## config.mk

```make
export PLATFORM = sky130hd
export DESIGN_NAME = fat_long_name_assembler
export DESIGN_NICKNAME = d
export VERILOG_FILES = /design/src/hdl/flna_pkg.sv /design/src/hdl/flna_ram.sv /design/src/hdl/flna_alu.sv /design/src/hdl/flna_fsm.sv /design/src/hdl/fat_long_name_assembler.sv
export VERILOG_INCLUDE_DIRS = /design/src /design/src/hdl
export SDC_FILE = /design/constraint.sdc
export NUM_CORES = 2
export LEC_CHECK = 0
export ABC_CLOCK_PERIOD_IN_PS = 36900
export BUFFER_PORTS_ARGS = -buffer_cell sky130_fd_sc_hd__buf_2
export CAP_MARGIN = 10
export CORE_MARGIN = 2
export CORE_UTILIZATION = 46
export DETAILED_ROUTE_END_ITERATION = 7
export SYNTH_ARGS = -nofsm -noshare
export SYNTH_HDL_FRONTEND = slang
export SYNTH_SLANG_ARGS = --single-unit
export TNS_END_PERCENT = 10
```

## constraint.sdc

```tcl
create_clock -name clk -period 36.9 [get_ports clk]
set_input_delay 5.535 -clock clk [delete_from_list [all_inputs] [get_ports clk]]
set_output_delay 5.535 -clock clk [all_outputs]
set_load 0.01 [all_outputs]
```

## src/hdl/fat_long_name_assembler_macros.svh

```systemverilog
// Assertion macros for the long name assembler.
// Define NO_ASSERTIONS to compile them out.
`ifndef FAT_LONG_NAME_ASSEMBLER_MACROS_SVH
`define FAT_LONG_NAME_ASSEMBLER_MACROS_SVH

`ifndef NO_ASSERTIONS
// property checked every clock outside reset
`define FLNA_ASSERT(lbl, prop) \
	lbl: assert property (@(posedge clk) disable iff (!arst_n) prop) \
		else $error("flna: property failed");
// pre in one cycle implies post in the next
`define FLNA_ASSERT_NEXT(lbl, pre, post) \
	lbl: assert property (@(posedge clk) disable iff (!arst_n) (pre) |=> (post)) \
		else $error("flna: sequence failed");
`else
`define FLNA_ASSERT(lbl, prop)
`define FLNA_ASSERT_NEXT(lbl, pre, post)
`endif

`endif

```

## src/hdl/flna_pkg.sv

```systemverilog
package flna_pkg;

	localparam logic       KIND_READ     = 1'b1;
	localparam logic [4:0] LAST_BYTE     = 5'd31;
	// checksum sweep: address 0..14, read data is registered
	localparam logic [3:0] CK_LAST       = 4'd14;
	localparam logic [3:0] CK_BYTES      = 4'd11;
	localparam logic [3:0] IDX_ORD       = 4'd0;
	localparam logic [3:0] IDX_ATTR      = 4'd11;
	localparam logic [3:0] IDX_CKS       = 4'd13;
	localparam logic [3:0] LFN_ATTR      = 4'hF;
	localparam int         LAST_FLAG_BIT = 6;
	localparam logic [15:0] UCS_SKIP     = 16'hFFFF;
	localparam logic [7:0] CHAR_SUB      = 8'h3F;
	localparam logic [3:0] LAST_CHAR     = 4'd12;

	typedef enum logic [1:0] {
		ST_LONG_OK,
		ST_LONG_REJ,
		ST_SHORT_MATCH,
		ST_SHORT_NONE
	} status_t;

	typedef enum logic [3:0] {
		S_CLR_RST,
		S_IDLE,
		S_CK,
		S_DEC,
		S_CLR_LONG,
		S_CH_LO,
		S_CH_HI,
		S_CH_WR,
		S_RD,
		S_FIN
	} state_t;

	typedef struct packed {
		logic in_ready;
		logic ck_step;
		logic dec;
		logic clr_wr;
		logic ch_lo;
		logic ch_hi;
		logic ch_wr;
		logic rd_cap;
		logic fin_load;
	} ctrl_t;

	typedef struct packed {
		logic in_acc;
		logic in_kind;
		logic in_last;
		logic ck_last;
		logic is_long;
		logic ord_zero;
		logic last_flag;
		logic reject;
		logic clr_done;
		logic ch_end;
		logic out_free;
	} flags_t;

	// byte offset of the low half of UCS-2 character k in a long-name entry
	function automatic logic [4:0] char_off(input logic [3:0] k);
		logic [4:0] off;
		unique case (k)
			4'd0:    off = 5'd1;
			4'd1:    off = 5'd3;
			4'd2:    off = 5'd5;
			4'd3:    off = 5'd7;
			4'd4:    off = 5'd9;
			4'd5:    off = 5'd14;
			4'd6:    off = 5'd16;
			4'd7:    off = 5'd18;
			4'd8:    off = 5'd20;
			4'd9:    off = 5'd22;
			4'd10:   off = 5'd24;
			4'd11:   off = 5'd28;
			4'd12:   off = 5'd30;
			default: off = 5'd0;
		endcase
		return off;
	endfunction

endpackage

```

## src/hdl/flna_ram.sv

```systemverilog
module flna_ram #(
	parameter int WIDTH = 8,
	parameter int DEPTH = 32
) (
	input  logic                     clk,
	input  logic                     we,
	input  logic [$clog2(DEPTH)-1:0] waddr,
	input  logic [WIDTH-1:0]         wdata,
	input  logic [$clog2(DEPTH)-1:0] raddr,
	output logic [WIDTH-1:0]         rdata
);

	logic [WIDTH-1:0] mem [DEPTH];

	always_ff @(posedge clk) begin
		if (we) begin
			mem[waddr] <= wdata;
		end
		rdata <= mem[raddr];
	end

endmodule

```

## src/hdl/flna_alu.sv

```systemverilog
module flna_alu (
	input  logic [7:0]  sum,
	input  logic [7:0]  data_in,
	input  logic [15:0] ucs,
	output logic [7:0]  sum_next,
	output logic [7:0]  ch,
	output logic        ch_keep
);

	// 8.3 checksum step: rotate right by one, then add
	assign sum_next = {sum[0], sum[7:1]} + data_in;

	// zero and Latin-1 pass through, anything wider maps to '?'
	assign ch      = (ucs[15:8] == 8'd0) ? ucs[7:0] : flna_pkg::CHAR_SUB;
	assign ch_keep = (ucs != flna_pkg::UCS_SKIP);

endmodule

```

## src/hdl/flna_fsm.sv

```systemverilog
module flna_fsm (
	input  logic             clk,
	input  logic             arst_n,
	input  flna_pkg::flags_t flags,
	output flna_pkg::ctrl_t  ctrl
);

	flna_pkg::state_t state_q;
	flna_pkg::state_t state_d;

	always_ff @(posedge clk or negedge arst_n) begin
		if (!arst_n) begin
			state_q <= flna_pkg::S_CLR_RST;
		end else begin
			state_q <= state_d;
		end
	end

	always_comb begin
		state_d = state_q;
		unique case (state_q)
			flna_pkg::S_CLR_RST: begin
				if (flags.clr_done) state_d = flna_pkg::S_IDLE;
			end
			flna_pkg::S_IDLE: begin
				if (flags.in_acc) begin
					if (flags.in_kind) state_d = flna_pkg::S_RD;
					else if (flags.in_last) state_d = flna_pkg::S_CK;
				end
			end
			flna_pkg::S_CK: begin
				if (flags.ck_last) state_d = flna_pkg::S_DEC;
			end
			flna_pkg::S_DEC: begin
				if (!flags.is_long || flags.ord_zero) state_d = flna_pkg::S_FIN;
				else if (flags.last_flag) state_d = flna_pkg::S_CLR_LONG;
				else if (flags.reject) state_d = flna_pkg::S_FIN;
				else state_d = flna_pkg::S_CH_LO;
			end
			flna_pkg::S_CLR_LONG: begin
				if (flags.clr_done) state_d = flna_pkg::S_CH_LO;
			end
			flna_pkg::S_CH_LO: state_d = flna_pkg::S_CH_HI;
			flna_pkg::S_CH_HI: state_d = flna_pkg::S_CH_WR;
			flna_pkg::S_CH_WR: begin
				state_d = flags.ch_end ? flna_pkg::S_FIN : flna_pkg::S_CH_LO;
			end
			flna_pkg::S_RD: state_d = flna_pkg::S_FIN;
			flna_pkg::S_FIN: begin
				if (flags.out_free) state_d = flna_pkg::S_IDLE;
			end
			default: state_d = flna_pkg::S_IDLE;
		endcase
	end

	always_comb begin
		ctrl = '0;
		unique case (state_q)
			flna_pkg::S_CLR_RST:  ctrl.clr_wr = 1'b1;
			flna_pkg::S_IDLE:     ctrl.in_ready = 1'b1;
			flna_pkg::S_CK:       ctrl.ck_step = 1'b1;
			flna_pkg::S_DEC:      ctrl.dec = 1'b1;
			flna_pkg::S_CLR_LONG: ctrl.clr_wr = 1'b1;
			flna_pkg::S_CH_LO:    ctrl.ch_lo = 1'b1;
			flna_pkg::S_CH_HI:    ctrl.ch_hi = 1'b1;
			flna_pkg::S_CH_WR:    ctrl.ch_wr = 1'b1;
			flna_pkg::S_RD:       ctrl.rd_cap = 1'b1;
			flna_pkg::S_FIN:      ctrl.fin_load = flags.out_free;
			default:              ctrl = '0;
		endcase
	end

endmodule

```

## src/hdl/fat_long_name_assembler.sv

```systemverilog
// Long file name assembler for FAT directory entries.
// Input stream (s_*): one transaction per entry byte or per name read.
//   s_tuser[0] = 0: entry byte; byte_index 31 closes the entry and starts
//   processing. s_tuser[0] = 1: read the name store at name_index.
// Output stream (m_*): one transaction per closed entry and per read.
// Work per input transaction, with s_tready low while it runs:
//   entry byte 0..30: written to the entry buffer, back to back.
//   byte 31: the 11-byte checksum sweep and the decision, then zeroing of
//     the name store when the entry carries the last flag, then a low-half
//     read, high-half read and write per long-name character (up to 13).
//     The single entry-buffer read port serializes these steps.
//   name read: the name store is read, then the result is loaded.
// The result sits in an output register; the sequencer keeps working on the
// next transaction while it waits and stalls only when it has a new result
// while the old one is still held and m_tready is low.
// After reset the name store is zeroed, address 0 to NAME_MAX, with s_tready low.
`include "fat_long_name_assembler_macros.svh"

module fat_long_name_assembler #(
	parameter int NAME_MAX = 255
) (
	input  logic        clk,
	input  logic        arst_n,
	input  logic        s_tvalid,
	output logic        s_tready,
	input  logic [23:0] s_tdata,  // entry_byte[7:0], byte_index[12:8], name_index[20:13]
	input  logic [0:0]  s_tuser,  // kind[0]
	output logic        m_tvalid,
	input  logic        m_tready,
	output logic [23:0] m_tdata   // entry_status[1:0], short_checksum[9:2],
	                              // name_char[17:10], long_name_valid[18], next_order[23:19]
);

	localparam int AW = $clog2(NAME_MAX + 1);
	localparam int PW = (AW > 9) ? AW : 9;
	localparam int IW = (AW > 8) ? AW : 8;

	flna_pkg::ctrl_t  ctrl;
	flna_pkg::flags_t flags;

	logic       in_acc;
	logic       kind;
	logic [7:0] entry_byte;
	logic [4:0] byte_index;
	logic [7:0] name_index;
	logic [IW-1:0] idx_ext;
	logic          in_range;

	logic       ent_we;
	logic [4:0] ent_raddr;
	logic [7:0] ent_rdata;

	logic          nm_we;
	logic [AW-1:0] nm_waddr;
	logic [7:0]    nm_wdata;
	logic [7:0]    nm_rdata;

	logic [3:0]    cnt_q;
	logic [7:0]    sum_q;
	logic [7:0]    b0_q;
	logic [7:0]    attr_q;
	logic [7:0]    b13_q;
	logic [7:0]    lo_q;
	logic [4:0]    exp_q;
	logic [7:0]    saved_q;
	logic          valid_q;
	logic          store0_q;
	logic [AW-1:0] clr_q;
	logic [3:0]    k_q;
	logic [PW-1:0] pos_q;
	logic          rd_ok_q;
	logic [7:0]    char_q;
	flna_pkg::status_t status_q;
	logic          out_valid_q;
	logic [23:0]   out_data_q;

	logic [3:0]    ck_idx;
	logic [7:0]    sum_next;
	logic [15:0]   ucs;
	logic [7:0]    alu_ch;
	logic          ch_keep;
	logic [4:0]    ord;
	logic [4:0]    ord_m1;
	logic [PW-1:0] ord_m1_w;
	logic [PW-1:0] base;
	logic          match;
	logic          long_clear;

	assign entry_byte = s_tdata[7:0];
	assign byte_index = s_tdata[12:8];
	assign name_index = s_tdata[20:13];
	assign kind       = s_tuser[0];
	assign s_tready   = ctrl.in_ready;
	assign in_acc     = s_tvalid && s_tready;
	assign idx_ext    = IW'(name_index);
	assign in_range   = (idx_ext <= IW'(NAME_MAX));

	assign ck_idx   = cnt_q - 4'd1;
	assign ucs      = {ent_rdata, lo_q};
	assign ord      = b0_q[4:0];
	assign ord_m1   = ord - 5'd1;
	assign ord_m1_w = PW'(ord_m1);
	// (ord - 1) * 13
	assign base     = (ord_m1_w << 3) + (ord_m1_w << 2) + ord_m1_w;
	assign match    = valid_q && (exp_q == 5'd0) && (sum_q == saved_q) && store0_q;

	always_comb begin
		flags.in_acc    = in_acc;
		flags.in_kind   = (kind == flna_pkg::KIND_READ);
		flags.in_last   = (byte_index == flna_pkg::LAST_BYTE);
		flags.ck_last   = (cnt_q == flna_pkg::CK_LAST);
		flags.is_long   = (attr_q[3:0] == flna_pkg::LFN_ATTR);
		flags.ord_zero  = (ord == 5'd0);
		flags.last_flag = b0_q[flna_pkg::LAST_FLAG_BIT];
		flags.reject    = !valid_q || (ord != exp_q) || (b13_q != saved_q);
		flags.clr_done  = (clr_q == AW'(NAME_MAX));
		flags.ch_end    = (ucs == 16'd0) || (k_q == flna_pkg::LAST_CHAR);
		flags.out_free  = !out_valid_q || m_tready;
	end

	// long entry that drops the accumulation without a new start
	assign long_clear = flags.is_long &&
		(flags.ord_zero || (!flags.last_flag && flags.reject));

	flna_fsm u_fsm (
		.clk    (clk),
		.arst_n (arst_n),
		.flags  (flags),
		.ctrl   (ctrl)
	);

	flna_alu u_alu (
		.sum      (sum_q),
		.data_in  (ent_rdata),
		.ucs      (ucs),
		.sum_next (sum_next),
		.ch       (alu_ch),
		.ch_keep  (ch_keep)
	);

	assign ent_we = in_acc && (kind != flna_pkg::KIND_READ);

	always_comb begin
		ent_raddr = 5'd0;
		if (ctrl.ck_step) ent_raddr = {1'b0, cnt_q};
		else if (ctrl.ch_lo) ent_raddr = flna_pkg::char_off(k_q);
		else if (ctrl.ch_hi) ent_raddr = flna_pkg::char_off(k_q) + 5'd1;
	end

	flna_ram #(
		.WIDTH (8),
		.DEPTH (32)
	) u_entry_ram (
		.clk   (clk),
		.we    (ent_we),
		.waddr (byte_index),
		.wdata (entry_byte),
		.raddr (ent_raddr),
		.rdata (ent_rdata)
	);

	always_comb begin
		nm_we    = 1'b0;
		nm_waddr = pos_q[AW-1:0];
		nm_wdata = alu_ch;
		if (ctrl.clr_wr) begin
			nm_we    = 1'b1;
			nm_waddr = clr_q;
			nm_wdata = 8'd0;
		end else if (ctrl.dec && long_clear) begin
			nm_we    = 1'b1;
			nm_waddr = '0;
			nm_wdata = 8'd0;
		end else if (ctrl.ch_wr && ch_keep && (pos_q < PW'(NAME_MAX))) begin
			nm_we = 1'b1;
		end
	end

	flna_ram #(
		.WIDTH (8),
		.DEPTH (NAME_MAX + 1)
	) u_name_ram (
		.clk   (clk),
		.we    (nm_we),
		.waddr (nm_waddr),
		.wdata (nm_wdata),
		.raddr (idx_ext[AW-1:0]),
		.rdata (nm_rdata)
	);

	// accumulator and control state
	always_ff @(posedge clk or negedge arst_n) begin
		if (!arst_n) begin
			exp_q       <= '0;
			saved_q     <= '0;
			valid_q     <= 1'b0;
			store0_q    <= 1'b0;
			clr_q       <= '0;
			out_valid_q <= 1'b0;
		end else begin
			if (ctrl.clr_wr) begin
				clr_q <= flags.clr_done ? '0 : clr_q + AW'(1);
			end
			if (nm_we && (nm_waddr == '0)) begin
				store0_q <= (nm_wdata != 8'd0);
			end
			if (ctrl.dec && long_clear) begin
				exp_q   <= '0;
				saved_q <= '0;
				valid_q <= 1'b0;
			end else if (ctrl.dec && flags.is_long && flags.last_flag) begin
				exp_q   <= ord;
				saved_q <= b13_q;
				valid_q <= 1'b1;
			end else if (ctrl.ch_wr && flags.ch_end) begin
				exp_q <= ord_m1;
			end
			if (ctrl.fin_load) begin
				out_valid_q <= 1'b1;
			end else if (m_tready) begin
				out_valid_q <= 1'b0;
			end
		end
	end

	// working registers of the sequencer
	always_ff @(posedge clk) begin
		if (in_acc) begin
			cnt_q    <= '0;
			sum_q    <= '0;
			char_q   <= '0;
			status_q <= flna_pkg::ST_LONG_OK;
			rd_ok_q  <= in_range;
		end
		if (ctrl.ck_step) begin
			cnt_q <= cnt_q + 4'd1;
			if (cnt_q != 4'd0) begin
				if (ck_idx < flna_pkg::CK_BYTES) sum_q <= sum_next;
				if (ck_idx == flna_pkg::IDX_ORD) b0_q <= ent_rdata;
				if (ck_idx == flna_pkg::IDX_ATTR) attr_q <= ent_rdata;
				if (ck_idx == flna_pkg::IDX_CKS) b13_q <= ent_rdata;
			end
		end
		if (ctrl.dec) begin
			k_q   <= '0;
			pos_q <= base;
			if (!flags.is_long) begin
				status_q <= match ? flna_pkg::ST_SHORT_MATCH : flna_pkg::ST_SHORT_NONE;
			end else if (long_clear) begin
				status_q <= flna_pkg::ST_LONG_REJ;
			end
		end
		if (ctrl.ch_hi) begin
			lo_q <= ent_rdata;
		end
		if (ctrl.ch_wr) begin
			if (flags.ch_end) begin
				status_q <= flna_pkg::ST_LONG_OK;
			end else begin
				k_q   <= k_q + 4'd1;
				pos_q <= pos_q + PW'(1);
			end
		end
		if (ctrl.rd_cap) begin
			char_q <= rd_ok_q ? nm_rdata : 8'd0;
		end
		if (ctrl.fin_load) begin
			out_data_q <= {exp_q, valid_q, char_q, sum_q, status_q};
		end
	end

	assign m_tvalid = out_valid_q;
	assign m_tdata  = out_data_q;

	`FLNA_ASSERT_NEXT(a_fin_shows, ctrl.fin_load, m_tvalid)
	`FLNA_ASSERT(a_idle_accum, !valid_q |-> (exp_q == 5'd0 && saved_q == 8'd0))
	`FLNA_ASSERT(a_clr_stall, ctrl.clr_wr |-> !s_tready)
	`FLNA_ASSERT(a_ch_bound, ctrl.ch_wr |-> (k_q <= flna_pkg::LAST_CHAR))
	`FLNA_ASSERT(a_idle_nowr, s_tready |-> !nm_we)

endmodule
```

# Yosys cells after proc, flatten, opt, wreduce, memory -nomap -nowiden
# Memory sizes are Yosys's and may differ from the RTL's. A register that Yosys moved wholly into a read port is not among the register bits.
# Cells that the tools add are included.
[totals]
mem_bits_ro = 160
memories = 4
ram_bits = 2304
output_inout_bits = 26
elab_cells = 177
ff_bits = 115
input_bits = 29
[mem_list]
columns = ["memory", "depth", "word_bits", "read_ports", "rd_ports_with_merged_regs", "wr", "line", "source"]
rows = [
  ["u_name_ram.mem", 256, 8, 1, 1, 1, "flna_ram.sv:13", "logic [WIDTH-1:0] mem [DEPTH];"],
  ["u_entry_ram.mem", 32, 8, 1, 1, 1, "flna_ram.sv:13", ""],
  ["(name not given)", 16, 5, 1, 1, 0, "flna_pkg.sv:66", "unique case (k)"],
  ["(name not given)", 16, 5, 1, 1, 0, "flna_pkg.sv:66", ""],
]
[op_classes]
eq_ne = 26
muxes = 71
n_reduce_logical = 43
magnitude_cmp = 3
addsub = 10
bitwise_logic = 1
[op_table]
columns = ["op", "count"]
rows = [
  ["8-bit two-way mux", 15],
  ["4-bit two-way mux", 16],
  ["5-bit two-way mux", 9],
  ["4-bit case mux with 10 select lines", 1],
  ["4-bit == test, second input constant", 7],
  ["9-bit two-way mux", 3],
  ["1-bit two-way mux", 21],
  ["4-bit by 3-bit == test with 1-bit output, second input constant", 4],
  ["16-bit zero test", 1],
  ["8-bit zero test", 2],
  ["16-bit inequality test, second input constant", 1],
  ["1-bit logical AND", 14],
  ["2-bit two-way mux", 6],
  ["5-bit zero test", 2],
  ["8-bit by 7-bit adder with 9-bit output", 1],
  ["9-bit by 1-bit adder with 9-bit output, second input constant", 1],
  ["9-bit by 5-bit adder with 9-bit output", 1],
  ["9-bit by 8-bit < comparator with 1-bit output, second input constant", 1],
  ["3-bit AND reduction", 3],
  ["4-bit by 1-bit adder with 4-bit output, second input constant", 2],
  ["8-bit by 1-bit adder with 8-bit output, second input constant", 1],
  ["8-bit adder", 1],
  ["4-bit by 2-bit == test with 1-bit output, second input constant", 2],
  ["8-bit == test", 1],
  ["23 further kinds", 38],
]

# Logic depth before layout (Yosys ltp)
[depth]
depth_word = 11
mapped_depth = 15
depth_no_buf = 14

# Modules after synthesis
# Synthesis repeated with hierarchy kept, for this count alone.
[hier_totals]
cells_unflattened = 4774
hier_area_um2 = 96123.4
[modules_own_cells]
columns = ["mod", "n_inst", "cells_each", "area_per_inst_um2", "seq_area_each_um2"]
rows = [
  ["flna_ram at u_name_ram", 1, 3733, 79556.3, 61659.1],
  ["flna_ram at u_entry_ram", 1, 417, 10053.4, 7847.5],
  ["fat_long_name_assembler", 1, 514, 5686.7, 3022.9],
  ["flna_alu", 1, 54, 415.4, 0.0],
  ["flna_fsm", 1, 56, 411.6, 100.1],
]

# Least setup slack after synthesis
# No wires, ideal clock.
[synth_timing]
path_kind = "reg-to-reg"
from = "register b0_q[0]"
to = "memory u_name_ram.mem[0][2] (data pin)"
arrival_ns = 11.258
path_stages_with_launch = 11
path_slack_ns = 23.546
required_time_ns = 34.804
setup_time_ns = 2.096
synth_period_minus_slack_ns = 13.354
cell_sequence = "edfxtp_1 -> buf_2 -> inv_1 -> ha_1 -> nand2b_1 -> nor3_1 -> o21bai_1 -> and2_1 -> buf_2 -> buf_2 -> nor3_1"
[synth_between]
elab_chain_cells = 9
[synth_rtl]
columns = ["element", "line", "source"]
rows = [
  ["start, declared", "fat_long_name_assembler.sv:60", "logic [7:0] b0_q;"],
  ["start signal, assigned", "fat_long_name_assembler.sv:239", "if (ck_idx == flna_pkg::IDX_ORD) b0_q <= ent_rdata;"],
  ["5-bit inequality test", "fat_long_name_assembler.sv:115", "flags.reject = !valid_q || (ord != exp_q) || (b13_q != saved_q);"],
  ["1-bit logical OR (2 in series)", "fat_long_name_assembler.sv:115", ""],
  ["1-bit logical AND", "fat_long_name_assembler.sv:123", "(flags.ord_zero || (!flags.last_flag && flags.reject));"],
  ["1-bit logical OR *", "fat_long_name_assembler.sv:123", ""],
  ["1-bit logical AND *", "fat_long_name_assembler.sv:122", "assign long_clear = flags.is_long &&"],
  ["1-bit logical AND *", "fat_long_name_assembler.sv:170", "end else if (ctrl.dec && long_clear) begin"],
  ["8-bit two-way mux *", "fat_long_name_assembler.sv:170", ""],
  ["8-bit two-way mux *", "fat_long_name_assembler.sv:166", "if (ctrl.clr_wr) begin"],
  ["net nm_wdata[2]", "fat_long_name_assembler.sv:55", "logic [7:0] nm_wdata;"],
  ["end, declared", "flna_ram.sv:13", ""],
]
# Mark *: on every way through the listed nets, which the timed path passes. The rest lies on a longest branch.

==> flow_summary.toml <==
[detailed_routing]
drt_wl_total_um = 231000
drc = 0
drt_first_pass_iters = 5
highest-signal-layer = "met5"
wl_per_cell_um = 29.1
drt_first_iter_violations = 4950
vias = 47100
wl_met2_um = 113000
dr_wl_met3_um = 13600
vias_per_cell = 5.92
wl_met1_um = 98400
postRouteAntennaNets = 0

[synth]
ys_warn_count = 0
syn_inst = 4800
synthArstFlopShare = 0.0115
synth_ff_type = "edfxtp_1"
synth.distinct_cells = 85
synth_seq_area_share = 0.753
ys_ff_latch = 2438
synthesis.area_um2 = 96500
syn_nets = 4858
syn_avg_cell_area_um2 = 20.1
synth_edf_count = 2366

[power]
p_per_area_nw_per_um2 = 65.9
worst_ir_drop_vdd_mv = 0.103
p_leak_nw = 33.9

[sta]
slew_viol_final = 0
fin_tns_setup_ns = 0
rsz0062_at_grt = "false"
hold_violations = 0
finalSetupViolations = 0
tightestPinTransition_ns = 1.36
period_needed_ns = 10.0
skew_ns = 0.0361
fmax_mhz = 100
finalCritPeriodShare = 0.271
relSlewSlack = 0.0937

[clock_network]
clock_latency_ns = 0.88
cts-buffers-inserted = 236
cts_buffer_depth = 3
htreeDepth = 4
clkSlewWorstSetupHoldPaths_ns = 0.06
cts.sink_count = 2438
cts_tree = "yes"
root_buffer = "clkbuf_16"
cts_resized = 0
cts_hold_buffers = 0
cts_setup_buffers = 0

[critical_path]
start_kind = "primary input"
critPathMaxFanout = 66
criticalPathCategory = "primary input to flip-flop"
worst_setup_path_end_kind = "flip-flop"
arrival_ns = 10.75
rr_startpoint = "u_fsm.state_q[2]"
cp-startpoint = "s_tdata[13]"
cp.required_ns = 37.66

[final_layout]
drive_gt1_frac = 0.226
fin_nets = 4987
fin_util = 0.515
syn_to_final_growth_pct = 11.6
fill_cells = 16700

[grt]
overflow = 0
antenna_found_initial = 10
grt.total_usage = 0.217
grt_max_degree = 257
grt_pass1_wl_um = 336000
grt_pass1_vias = 47700

[placement]
io_buffers = 51
dp_hpwl_um = 135000
gp_congestion = 0.818

[floorplanning]
io_pins = 55
row_count = 168
die_height_um = 462
die_area_um2 = 213000
core_region_area_um2 = 209000
start_util = 0.462
die_x_um = 462

[hold_path]
hold_start = "status_q[1]"
hp-class = "flip-flop to flip-flop"

[outcome]
status = "finished clean"

[flow_run]
maxCapViolCount = 0
path summary, 6_finish.rpt:
check                                               to  slack [ns]  depth (start not counted)
worst max register to register  u_name_ram.mem[230][1]       32.28                          8
worst min-delay path                        m_tdata[1]        0.45                          0
max in group asynchronous                     clr_q[3]       31.71                          1
worst max-delay path               u_name_ram.rdata[5]       26.90                         11
min in group asynchronous                     m_tvalid        4.72                          1
worst min register to register              m_tdata[1]        0.45                          0
stage by stage:
stage	setup WS (ns)	power, mW	area (µm²)	hold slack (ns)	instances
2_1_floorplan	23.55	4.33	96500	0.400	4800
3_3_place_gp	25.77	4.72	100000	0.462	7493
3_5_place_dp	25.74	4.76	100000	0.440	7493
4_1_cts	26.70	7.14	108000	0.452	7939
5_1_grt	26.45	7.33	108000	0.467	7943
6_report	26.90	7.09	108000	0.451	7945
registers in the layout (all words and copies together) (netlist names), 9 cells and up, named ones only:
| register | flops |
|---|---|
| m_tdata | 24 |
| pos_q | 9 |
| u_entry_ram.mem | 256 |
| u_name_ram.mem | 2048 |
synth_stat cells (40+ instances only):
master    count  area, µm²
nand2_1     140        526
clkbuf_1     79        297
mux2_2       60        676
dfxtp_1      44        881
nand3_1      44        220
nor3_1       49        245
nor2_1      331       1240
a21oi_1      93        465
mux2i_1     166       1660
buf_2       109        546
a22oi_1      46        345
o21ai_0      56        280
o211ai_1     73        548
edfxtp_1   2366      71000
buf_4        40        300
mux4_2      539      12100
power by group:
group | switching [mW] | leakage [nW] | internal, mW | total, mW
registers | 0.0734 | 22.1 | 3.51 | 3.59
clock network | 1.03 | 3.71 | 1.36 | 2.40
logic | 0.857 | 8.04 | 0.253 | 1.11
total | 1.96 | 33.9 | 5.13 | 7.09
cell usage in the layout, fill, tap and decap left out, types with 11 or more instances in the layout:
cell type,count
mux4_2,539
buf_4,104
a21oi_1,92
clkinv_2,37
nor3_2,11
inv_1,29
edfxtp_1,2366
clkbuf_16,238
xor2_1,11
mux2_2,60
nand3_1,44
clkbuf_1,45
o22ai_1,18
a211oi_1,17
and2_1,16
o21ai_0,50
o221ai_1,37
nand4_1,31
xnor2_1,33
mux2_1,28
dfrtp_1,28
dfxtp_1,44
nand2b_1,16
a22o_1,18
nand2_1,140
nor2_1,330
buf_2,49
a21o_1,16
clkinv_1,76
nor2b_1,19
nor3_1,40
mux2i_1,166
and3_1,18
a22oi_1,46
o211ai_1,73
ha_1,26
bufinv_16,26
cells by family (layout without fill, tap and decap cells):
group,Yosys count,count (layout),share of synthesized area
other,0,3,0
AND/OR/NAND/NOR,718,718,0.0345
buffers and inverters,304,641,0.0167
flip-flops,2438,2438,0.753
AO/OA/AOI/OAI,473,473,0.0346
XOR/XNOR,44,44,0.00399
multiplexers,794,794,0.153
adder cells (fa/ha/maj),29,29,0.00399
cell type report:
cell class / count / area [µm²] / share of cell area
clock buffer: 283 / 6120 / 0.0569
inverter: 29 / 109 / 0.00101
timing repair buffer: 166 / 1270 / 0.0118
clock inverter: 163 / 1530 / 0.0142
multi-input combinational: 2058 / 22500 / 0.209
sequential: 2438 / 72600 / 0.675
tap: 2805 / 3510 / 0.0326
antenna: 3 / 7.51 / 0.0000697
critical path, cell delays in order:
cell and delay [ns]:
buf_8 0.45, buf_4 0.66, buf_12 0.47, buf_4 0.81
buf_4 0.62, mux4_2 0.57, a22o_1 0.18, a2111oi_0 0.68
a211oi_1 0.28, nand3_1 0.22, a31oi_1 0.10
layer usage:
| metal | GRT usage | vias to the layer above |
|---|---|---|
| met5 | 0 | - |
| met4 | 0.0584 | 2 |
| met3 | 0.0326 | 319 |
| met2 | 0.353 | 1475 |
| met1 | 0.309 | 25100 |
| li1 | - | 20100 |
Power figures use the tool's default switching activity.
